[src/rtl/core/rtph264_pkg.sv]
// ----------------------------------------------------------------------------
// rtph264_pkg
// Shared types and constants of the RTP H.264 depacketiser: channel payloads,
// the command passed from classifier to expander, and protocol codes.
// ----------------------------------------------------------------------------
package rtph264_pkg;

   // input transfer: one byte of an RTP packet
   typedef struct packed {
      logic [7:0] pkt_byte;
      logic       pkt_last;
   } req_type;

   // result transfer: one Annex-B stream byte or a unit mark
   typedef struct packed {
      logic [7:0] out_byte;
      logic [1:0] out_kind;
      logic       run_last;
   } rsp_type;

   // work for the expander, taken in the order abandon, header, data, done
   typedef struct packed {
      logic       abandon;
      logic       header;
      logic       data;
      logic       done;
      logic [7:0] value;
   } cmd_type;

   typedef enum logic [1:0] {
      KIND_UNDECIDED,
      KIND_SINGLE,
      KIND_FRAG,
      KIND_DROP
   } pkt_kind_type;

   // result kinds
   localparam logic [1:0] RES_DATA    = 2'd0;
   localparam logic [1:0] RES_DONE    = 2'd1;
   localparam logic [1:0] RES_ABANDON = 2'd2;

   // byte positions inside the packet
   localparam logic [3:0] POS_MARKER  = 4'd1;
   localparam logic [3:0] POS_NAL_HDR = 4'd12;
   localparam logic [3:0] POS_FU_HDR  = 4'd13;
   localparam logic [3:0] POS_PAYLOAD = 4'd14;

   // nal unit types
   localparam logic [4:0] NAL_SINGLE_MAX = 5'd23;
   localparam logic [4:0] NAL_FU_A       = 5'd28;

   // expander steps
   localparam int         STEP_W          = 3;
   localparam int         STEP_COUNT      = 8;
   localparam logic [2:0] STEP_ABANDON    = 3'd0;
   localparam logic [2:0] STEP_ZERO_A     = 3'd1;
   localparam logic [2:0] STEP_ZERO_B     = 3'd2;
   localparam logic [2:0] STEP_ZERO_C     = 3'd3;
   localparam logic [2:0] STEP_ONE        = 3'd4;
   localparam logic [2:0] STEP_NAL_HDR    = 3'd5;
   localparam logic [2:0] STEP_DATA       = 3'd6;
   localparam logic [2:0] STEP_DONE       = 3'd7;

   // command queue, depth a power of two
   localparam int CMD_DEPTH = 4;
   localparam int CMD_AW    = $clog2(CMD_DEPTH);
   localparam int CMD_CW    = $clog2(CMD_DEPTH + 1);

endpackage

[src/rtl/core/rtph264_front.sv]
// ----------------------------------------------------------------------------
// rtph264_front
// Packet classifier: tracks the position in the RTP packet, decodes the NAL
// and FU headers; each accepted byte gives at most one expander command.
// ----------------------------------------------------------------------------
module rtph264_front (
   input  logic                 clock,
   input  logic                 reset,
   input  logic                 req_push,
   input  rtph264_pkg::req_type req_data,
   input  logic                 cmd_full,
   output logic                 cmd_push,
   output rtph264_pkg::cmd_type cmd
);

   logic [3:0]                byte_position_ff, byte_position_in;
   logic                      marker_seen_ff, marker_seen_in;
   rtph264_pkg::pkt_kind_type packet_kind_ff, packet_kind_in;
   logic                      assembling_ff, assembling_in;
   logic [7:0]                indicator_ff, indicator_in;
   logic                      accept;

   assign accept   = req_push && !cmd_full;
   assign cmd_push = accept && (cmd.abandon || cmd.header || cmd.data || cmd.done);

   always_comb begin
      logic [7:0] b;
      logic [4:0] nal_type;
      b                = req_data.pkt_byte;
      nal_type         = b[4:0];
      byte_position_in = byte_position_ff;
      marker_seen_in   = marker_seen_ff;
      packet_kind_in   = packet_kind_ff;
      assembling_in    = assembling_ff;
      indicator_in     = indicator_ff;
      cmd              = '0;
      cmd.value        = b;

      if (byte_position_ff == rtph264_pkg::POS_MARKER) begin
         marker_seen_in = b[7];
      end else if (byte_position_ff == rtph264_pkg::POS_NAL_HDR) begin
         if (nal_type != 5'd0 && nal_type <= rtph264_pkg::NAL_SINGLE_MAX) begin
            cmd.abandon    = assembling_ff;
            assembling_in  = 1'b0;
            cmd.header     = 1'b1;
            packet_kind_in = rtph264_pkg::KIND_SINGLE;
         end else if (nal_type == rtph264_pkg::NAL_FU_A) begin
            indicator_in   = b;
            packet_kind_in = rtph264_pkg::KIND_UNDECIDED;
         end else begin
            cmd.abandon    = assembling_ff;
            assembling_in  = 1'b0;
            packet_kind_in = rtph264_pkg::KIND_DROP;
         end
      end else if (byte_position_ff == rtph264_pkg::POS_FU_HDR) begin
         if (packet_kind_ff == rtph264_pkg::KIND_SINGLE) begin
            cmd.data = 1'b1;
         end else if (packet_kind_ff == rtph264_pkg::KIND_UNDECIDED) begin
            if (!marker_seen_ff && b[7]) begin
               // start fragment: rebuilt header from indicator f/nri and fu type
               cmd.abandon    = assembling_ff;
               cmd.header     = 1'b1;
               cmd.value      = {indicator_ff[7:5], b[4:0]};
               assembling_in  = 1'b1;
               packet_kind_in = rtph264_pkg::KIND_FRAG;
            end else begin
               packet_kind_in = assembling_ff ? rtph264_pkg::KIND_FRAG
                                              : rtph264_pkg::KIND_DROP;
            end
         end
      end else if (byte_position_ff >= rtph264_pkg::POS_PAYLOAD) begin
         if (packet_kind_ff == rtph264_pkg::KIND_SINGLE ||
             packet_kind_ff == rtph264_pkg::KIND_FRAG) begin
            cmd.data = 1'b1;
         end
      end

      if (req_data.pkt_last) begin
         if (packet_kind_in == rtph264_pkg::KIND_SINGLE) begin
            cmd.done = 1'b1;
         end else if (packet_kind_in == rtph264_pkg::KIND_FRAG && marker_seen_in &&
                      assembling_in) begin
            cmd.done      = 1'b1;
            assembling_in = 1'b0;
         end
         byte_position_in = 4'd0;
         marker_seen_in   = 1'b0;
         packet_kind_in   = rtph264_pkg::KIND_UNDECIDED;
      end else if (byte_position_ff < rtph264_pkg::POS_PAYLOAD) begin
         byte_position_in = byte_position_ff + 4'd1;
      end
   end

   always_ff @(posedge clock) begin
      if (reset) begin
         byte_position_ff <= 4'd0;
         marker_seen_ff   <= 1'b0;
         packet_kind_ff   <= rtph264_pkg::KIND_UNDECIDED;
         assembling_ff    <= 1'b0;
         indicator_ff     <= 8'd0;
      end else if (accept) begin
         byte_position_ff <= byte_position_in;
         marker_seen_ff   <= marker_seen_in;
         packet_kind_ff   <= packet_kind_in;
         assembling_ff    <= assembling_in;
         indicator_ff     <= indicator_in;
      end
   end

endmodule

[src/rtl/core/rtph264_cmd_fifo.sv]
// ----------------------------------------------------------------------------
// rtph264_cmd_fifo
// Short command queue between classifier and expander.
// ----------------------------------------------------------------------------
module rtph264_cmd_fifo (
   input  logic                 clock,
   input  logic                 reset,
   input  logic                 push,
   input  rtph264_pkg::cmd_type push_data,
   output logic                 full,
   input  logic                 pop,
   output logic                 empty,
   output rtph264_pkg::cmd_type head
);

   rtph264_pkg::cmd_type               entry_ff [rtph264_pkg::CMD_DEPTH];
   logic [rtph264_pkg::CMD_AW-1:0]     wr_ptr_ff;
   logic [rtph264_pkg::CMD_AW-1:0]     rd_ptr_ff;
   logic [rtph264_pkg::CMD_CW-1:0]     count_ff;
   logic                               do_push;
   logic                               do_pop;

   assign full    = count_ff == rtph264_pkg::CMD_CW'(rtph264_pkg::CMD_DEPTH);
   assign empty   = count_ff == '0;
   assign do_push = push && !full;
   assign do_pop  = pop && !empty;
   assign head    = entry_ff[rd_ptr_ff];

   always_ff @(posedge clock) begin
      if (do_push) begin
         entry_ff[wr_ptr_ff] <= push_data;
      end
   end

   always_ff @(posedge clock) begin
      if (reset) begin
         wr_ptr_ff <= '0;
         rd_ptr_ff <= '0;
         count_ff  <= '0;
      end else begin
         if (do_push) begin
            wr_ptr_ff <= wr_ptr_ff + 1'b1;
         end
         if (do_pop) begin
            rd_ptr_ff <= rd_ptr_ff + 1'b1;
         end
         if (do_push && !do_pop) begin
            count_ff <= count_ff + 1'b1;
         end else if (do_pop && !do_push) begin
            count_ff <= count_ff - 1'b1;
         end
      end
   end

endmodule

[src/rtl/core/rtph264_back.sv]
// ----------------------------------------------------------------------------
// rtph264_back
// Result expander: walks the steps of the head command into a single output
// register, one result per cycle while that register can be written.
// ----------------------------------------------------------------------------
module rtph264_back (
   input  logic                 clock,
   input  logic                 reset,
   input  logic                 cmd_empty,
   input  rtph264_pkg::cmd_type cmd,
   output logic                 cmd_pop,
   output logic                 rsp_empty,
   input  logic                 rsp_pop,
   output rtph264_pkg::rsp_type rsp_data
);

   logic [rtph264_pkg::STEP_W-1:0]     step_ff;
   logic [rtph264_pkg::STEP_W-1:0]     cur;
   logic [rtph264_pkg::STEP_COUNT-1:0] mask;
   logic [rtph264_pkg::STEP_COUNT-1:0] upper;
   logic                               more;
   logic                               out_ready;
   logic                               emit;
   rtph264_pkg::rsp_type               result;
   rtph264_pkg::rsp_type               rsp_ff;
   logic                               rsp_valid_ff;

   assign mask = {cmd.done, cmd.data, {5{cmd.header}}, cmd.abandon};

   // lowest pending step at or after the current one
   always_comb begin
      cur = step_ff;
      for (int i = rtph264_pkg::STEP_COUNT - 1; i >= 0; i--) begin
         if (mask[i] && i >= int'(step_ff)) begin
            cur = rtph264_pkg::STEP_W'(i);
         end
      end
   end

   assign upper     = mask >> cur;
   assign more      = |upper[rtph264_pkg::STEP_COUNT-1:1];
   assign out_ready = !rsp_valid_ff || rsp_pop;
   assign emit      = !cmd_empty && out_ready;
   assign cmd_pop   = emit && !more;

   always_comb begin
      result          = '0;
      result.run_last = !more;
      unique case (cur)
         rtph264_pkg::STEP_ABANDON: begin
            result.out_kind = rtph264_pkg::RES_ABANDON;
         end
         rtph264_pkg::STEP_ZERO_A, rtph264_pkg::STEP_ZERO_B,
         rtph264_pkg::STEP_ZERO_C: begin
            result.out_kind = rtph264_pkg::RES_DATA;
         end
         rtph264_pkg::STEP_ONE: begin
            result.out_byte = 8'd1;
            result.out_kind = rtph264_pkg::RES_DATA;
         end
         rtph264_pkg::STEP_NAL_HDR, rtph264_pkg::STEP_DATA: begin
            result.out_byte = cmd.value;
            result.out_kind = rtph264_pkg::RES_DATA;
         end
         rtph264_pkg::STEP_DONE: begin
            result.out_kind = rtph264_pkg::RES_DONE;
         end
      endcase
   end

   always_ff @(posedge clock) begin
      if (reset) begin
         step_ff      <= rtph264_pkg::STEP_ABANDON;
         rsp_valid_ff <= 1'b0;
      end else begin
         if (emit) begin
            step_ff      <= more ? cur + 1'b1 : rtph264_pkg::STEP_ABANDON;
            rsp_valid_ff <= 1'b1;
         end else if (rsp_pop) begin
            rsp_valid_ff <= 1'b0;
         end
      end
   end

   always_ff @(posedge clock) begin
      if (emit) begin
         rsp_ff <= result;
      end
   end

   assign rsp_empty = !rsp_valid_ff;
   assign rsp_data  = rsp_ff;

endmodule

[src/rtl/core/rtp_h264_depacketizer.sv]
// ----------------------------------------------------------------------------
// rtp_h264_depacketizer
// RTP H.264 depacketiser: single NAL units and FU-A fragments to Annex-B.
// ----------------------------------------------------------------------------
// usage
//  - request side is a queue write port: a byte transfer happens when req_push
//    is high and req_full low; pkt_last marks the final byte of a packet
//  - response side is a queue read port: rsp_data holds the oldest result while
//    rsp_empty is low, rsp_pop takes it; run_last flags the last result of a byte
//  - flow: a byte's command enters the command queue at its transfer; the
//    expander then puts its first result into the output register (rsp_data)
//  - throughput: one byte per cycle while every byte yields at most one result
//    (payload); the expander emits one result per unstalled cycle, so a header
//    byte that yields up to seven results holds the expander until all are out
//  - a four-entry command queue absorbs these bursts; req_full rises only when
//    it is full
//  - when the receiver stalls, the output register holds, the expander stops
//    and the command queue fills, then req_full stalls the sender
//  - reset (synchronous) empties the queue and output register, and clears the
//    packet position, marker, packet kind, open-unit flag and fu indicator
// ----------------------------------------------------------------------------
module rtp_h264_depacketizer (
   input  logic                 clock,
   input  logic                 reset,
   input  logic                 req_push,
   output logic                 req_full,
   input  rtph264_pkg::req_type req_data,
   output logic                 rsp_empty,
   input  logic                 rsp_pop,
   output rtph264_pkg::rsp_type rsp_data
);

   // commands from classifier into the queue
   rtph264_pkg::cmd_type cmd_in;
   logic                 cmd_push;
   logic                 cmd_full;

   // head of the queue into the expander
   rtph264_pkg::cmd_type cmd_head;
   logic                 cmd_empty;
   logic                 cmd_pop;

   // the sender stalls only on a full command queue
   assign req_full = cmd_full;

   // front: position tracking and header decoding
   rtph264_front u_front (
      .clock    (clock),
      .reset    (reset),
      .req_push (req_push),
      .req_data (req_data),
      .cmd_full (cmd_full),
      .cmd_push (cmd_push),
      .cmd      (cmd_in)
   );

   // decoupling queue
   rtph264_cmd_fifo u_cmd_fifo (
      .clock     (clock),
      .reset     (reset),
      .push      (cmd_push),
      .push_data (cmd_in),
      .full      (cmd_full),
      .pop       (cmd_pop),
      .empty     (cmd_empty),
      .head      (cmd_head)
   );

   // back: expand commands into result transfers
   rtph264_back u_back (
      .clock     (clock),
      .reset     (reset),
      .cmd_empty (cmd_empty),
      .cmd       (cmd_head),
      .cmd_pop   (cmd_pop),
      .rsp_empty (rsp_empty),
      .rsp_pop   (rsp_pop),
      .rsp_data  (rsp_data)
   );

endmodule

[config.mk]
export PLATFORM = sky130hd
export DESIGN_NAME = rtp_h264_depacketizer
export DESIGN_NICKNAME = d
export VERILOG_FILES = /design/src/rtl/core/rtph264_pkg.sv /design/src/rtl/core/rtph264_front.sv /design/src/rtl/core/rtph264_cmd_fifo.sv /design/src/rtl/core/rtph264_back.sv /design/src/rtl/core/rtp_h264_depacketizer.sv
export SDC_FILE = /design/constraint.sdc
export NUM_CORES = 1
export LEC_CHECK = 0
export BUFFER_PORTS_ARGS = -buffer_cell sky130_fd_sc_hd__buf_2
export CAP_MARGIN = 40
export CORE_ASPECT_RATIO = 0.8
export CORE_MARGIN = 5
export CORE_UTILIZATION = 59
export CTS_CLUSTER_DIAMETER = 50
export DETAILED_ROUTE_END_ITERATION = 16
export PLACE_DENSITY = 0.84
export SLEW_MARGIN = 40
export SYNTH_ARGS = -nofsm -noshare
export SYNTH_HDL_FRONTEND = slang
export SYNTH_SLANG_ARGS = --single-unit
[constraint.sdc]
create_clock -name clock -period 3.7 [get_ports clock]
set_input_delay 0 -clock clock [delete_from_list [all_inputs] [get_ports clock]]
set_output_delay 0 -clock clock [all_outputs]
set_load 0.01 [all_outputs]
==> results.py <==
metrics = {
    "status": {
        "status": "complete, no violations",
    },
    "clocking": {
        "cts_htree_levels": 3,
        "clk_path_buf_depth": 2,
        "cts-root-buf": "clkbuf_8",
        "cts_made_buffers": 9,
        "clock-sinks": 83,
        "clock_latency_ns": 0.35,
        "cts_tree": "yes",
        "clk_pin_slew_worst_paths_ns": 0.07,
    },
    "routing": {
        "ant_nets": 0,
        "dr.pass1.iters": 4,
        "dr_total_vias": 2466,
        "viasPerCell": 5.79,
        "drt-total-wl_um": 7170,
        "drc": 0,
        "drt_iter0_markers": 137,
        "wl_per_cell_um": 16.8,
    },
    "die": {
        "die_area_um2": 8300,
        "rows": 26,
        "dieHeight_um": 82.5,
        "pin_count": 26,
        "dieWidth_um": 101,
        "core_um2": 6380,
        "initial_core_util": 0.608,
    },
    "synthesis": {
        "synth_async_sr_flop_share": 0,
        "synth_area_um2": 3870,
        "syn-mean-instance-area_um2": 13.2,
        "netlist_instances": 293,
        "ys_seq_elements": 83,
        "ys_seq_area_frac": 0.581,
        "synth_edf_count": 59,
        "ys.flop_type": "edfxtp_1",
        "synth_cell_types": 58,
        "ys.warnings.count": 0,
        "synth_nets": 323,
    },
    "sta": {
        "period_needed_ns": 3.44,
        "tns_ns": 0,
        "clock.fmax_mhz": 291,
        "slew_headroom": 0.564,
        "worst_pin_slew_ns": 0.653,
        "period_share": 0.929,
        "hold_viol": 0,
        "rsz0062_at_grt": "false",
        "fin_skew_ns": 0.0104,
        "finalMaxSlewViolations": 0,
        "finalSetupViolCount": 0,
    },
    "final_layout": {
        "area_growth_pct": 13.1,
        "n_antenna_cell": 0,
        "layout.nets": 367,
        "final_cells": 426,
        "drive_gt1_frac": 0.211,
    },
    "critical_path": {
        "cp-start-kind": "flop",
        "crit_type": "flop to flop",
        "r2r_setup_slack_ns": 0.26,
        "cp_max_fo": 7,
        "critical_path_required_ns": 3.97,
        "arrival_ns": 3.71,
        "crit_path_end_kind": "flop",
    },
    "pwr": {
        "p_int_uw": 1280,
        "pwr-share-seq": 0.617,
        "power.switching_uw": 331,
        "pwr_density_cell_nw_per_um2": 367,
        "swShare": 0.206,
        "peakVddDrop_uv": 179,
        "comb_power_share": 0.036,
        "leakagePower_uw": 0.00164,
        "p_clk_frac": 0.347,
    },
    "grt": {
        "grt_pass1_vias": 2428,
        "grt_antenna_before_repair": 0,
        "grt_pass1_wl_um": 12100,
        "grt_usage": 0.194,
        "grt_overflow_total": 0,
        "grt_max_degree": 27,
    },
    "flow_run": {
        "maxCapViolCount": 0,
    },
    "placement": {
        "placed_cells": 400,
        "place.gp.congestion": 0.835,
        "portBuffers": 25,
        "dpl.hpwl_um": 5130,
    },
    "min_path": {
        "hold_path.class": "primary input to flop",
    },
}
==> state kept, by name, indices dropped and copies added (netlist names), named ones only <==
name                      cells
u_back.rsp_data              11
u_front.marker_seen_ff        1
u_cmd_fifo.wr_ptr_ff          2
u_back.step_ff                3
u_cmd_fifo.count_ff           3
u_front.packet_kind_ff        2
u_back.rsp_valid_ff           1
u_front.byte_position_ff      4
u_cmd_fifo.rd_ptr_ff          2
u_front.indicator_ff          3
u_cmd_fifo.entry_ff          48
u_front.assembling_ff         1
==> through the flow <==
stage,power [uW],util,setup slack [ns],hold WS (ns),instance area [um^2]
detailed placement,1060,0.644,0.0926,0.245,4110
global placement,1060,0.644,0.315,0.237,4110
CTS,1620,0.686,0.0887,0.0683,4370
finish,1610,0.687,0.261,0.0863,4380
floorplan,1040,-,0.360,0.0986,3870
global route,1680,0.687,0.0250,0.0959,4380
==> worst max-delay path, cell delays in order (launching register included) <==
cell and delay (ns):
dfxtp_1 0.40, inv_1 0.10, ha_2 0.24, nand3b_4 0.19
a2111oi_2 0.39, a211oi_1 0.15, or3_4 0.37, a31oi_4 0.20
ha_1 0.21, inv_1 0.07, fa_1 0.43, xor2_1 0.17
or3_1 0.30, a21oi_1 0.13
==> layout by cell type (no fill, tap or decap), types with 8 or more instances in the layout <==
cell type and instances:
a21oi_1 11, buf_2 25, clkbuf_8 10, dfxtp_1 23
dlygate4sd3_1 10, edfxtp_1 59, ha_1 15, inv_1 19
mux4_2 12, nand2_1 14, nor2_1 28, nor2b_1 12
nor3_1 8
==> logic make-up (layout without fill, tap and decap cells) <==
| kind of cell | count (synthesis) | in the layout | synth area share |
|---|---|---|---|
| AO/OA/AOI/OAI | 46 | 46 | 0.0885 |
| multiplexers | 25 | 25 | 0.109 |
| XOR/XNOR | 2 | 2 | 0.00452 |
| flip-flops | 83 | 83 | 0.581 |
| adder cells (fa/ha/maj) | 17 | 17 | 0.0568 |
| buffers and inverters | 27 | 76 | 0.0297 |
| AND/OR/NAND/NOR | 93 | 93 | 0.130 |
==> power by group through the flow <==
stage / combinational [uW] / sequential, uW / clock, uW
6_report: 58.2 / 992 / 557
3_3_place_gp: 46.6 / 1010 / 0
5_1_grt: 65.1 / 992 / 619
3_5_place_dp: 48.9 / 1010 / 0
4_1_cts: 57.2 / 992 / 571
2_1_floorplan: 28.0 / 1010 / 0
==> cell type report <==
class / instances / area, um^2
clock buffer: 14 / 153
clock inverter: 2 / 12.5
fill: 459 / 1990
inverter: 19 / 71.3
multi-input combinational: 183 / 1520
sequential: 83 / 2250
tap: 84 / 105
timing repair buffer: 41 / 270
==> path summary, 6_finish.rpt <==
check                              start                      to  cells after the start
min reg2reg          u_back.rsp_valid_ff     u_back.rsp_valid_ff                      2
max          u_front.byte_position_ff[0]  u_cmd_fifo.count_ff[2]                     13
min                                reset  u_cmd_fifo.count_ff[1]                      2
max reg2reg  u_front.byte_position_ff[0]  u_cmd_fifo.count_ff[2]                     13
==> layer usage <==
| metal | global-route usage | wire length [um] | vias to the layer above |
|---|---|---|---|
| li1 | - | - | 1172 |
| met1 | 0.245 | 3160 | 1214 |
| met2 | 0.335 | 3610 | 72 |
| met3 | 0.0537 | 359 | 8 |
| met4 | 0.0444 | 44 | 0 |
| met5 | 0 | 0 | - |
==> synth_stat cells (3+ instances only) <==
master / number / area [um^2]
nor3b_1: 3 / 22.5
mux4_2: 12 / 270
nor2_1: 28 / 105
inv_1: 19 / 71.3
nand2_1: 14 / 52.6
ha_1: 16 / 200
nor2b_1: 12 / 75.1
edfxtp_1: 59 / 1770
mux2_4: 4 / 60.1
o21ai_1: 3 / 15.0
a21o_1: 4 / 30.0
o21ai_0: 6 / 30.0
dfxtp_1: 24 / 480
mux2i_1: 6 / 60.1
nand2b_1: 4 / 25.0
nor3_1: 8 / 40.0
and2_1: 5 / 31.3
nand3_1: 5 / 25.0
clkbuf_1: 3 / 11.3
a21oi_1: 11 / 55.1
==> timing repair <==
item / CTS / global route
resized for setup: 0 / 4
hold buffers: 10 / 0
hold endpoints to repair: 26 / 0
setup buffers: 0 / 0
endpoints found under the setup margin: 0 / 1
Note: power is estimated with default switching activity, not from simulation.
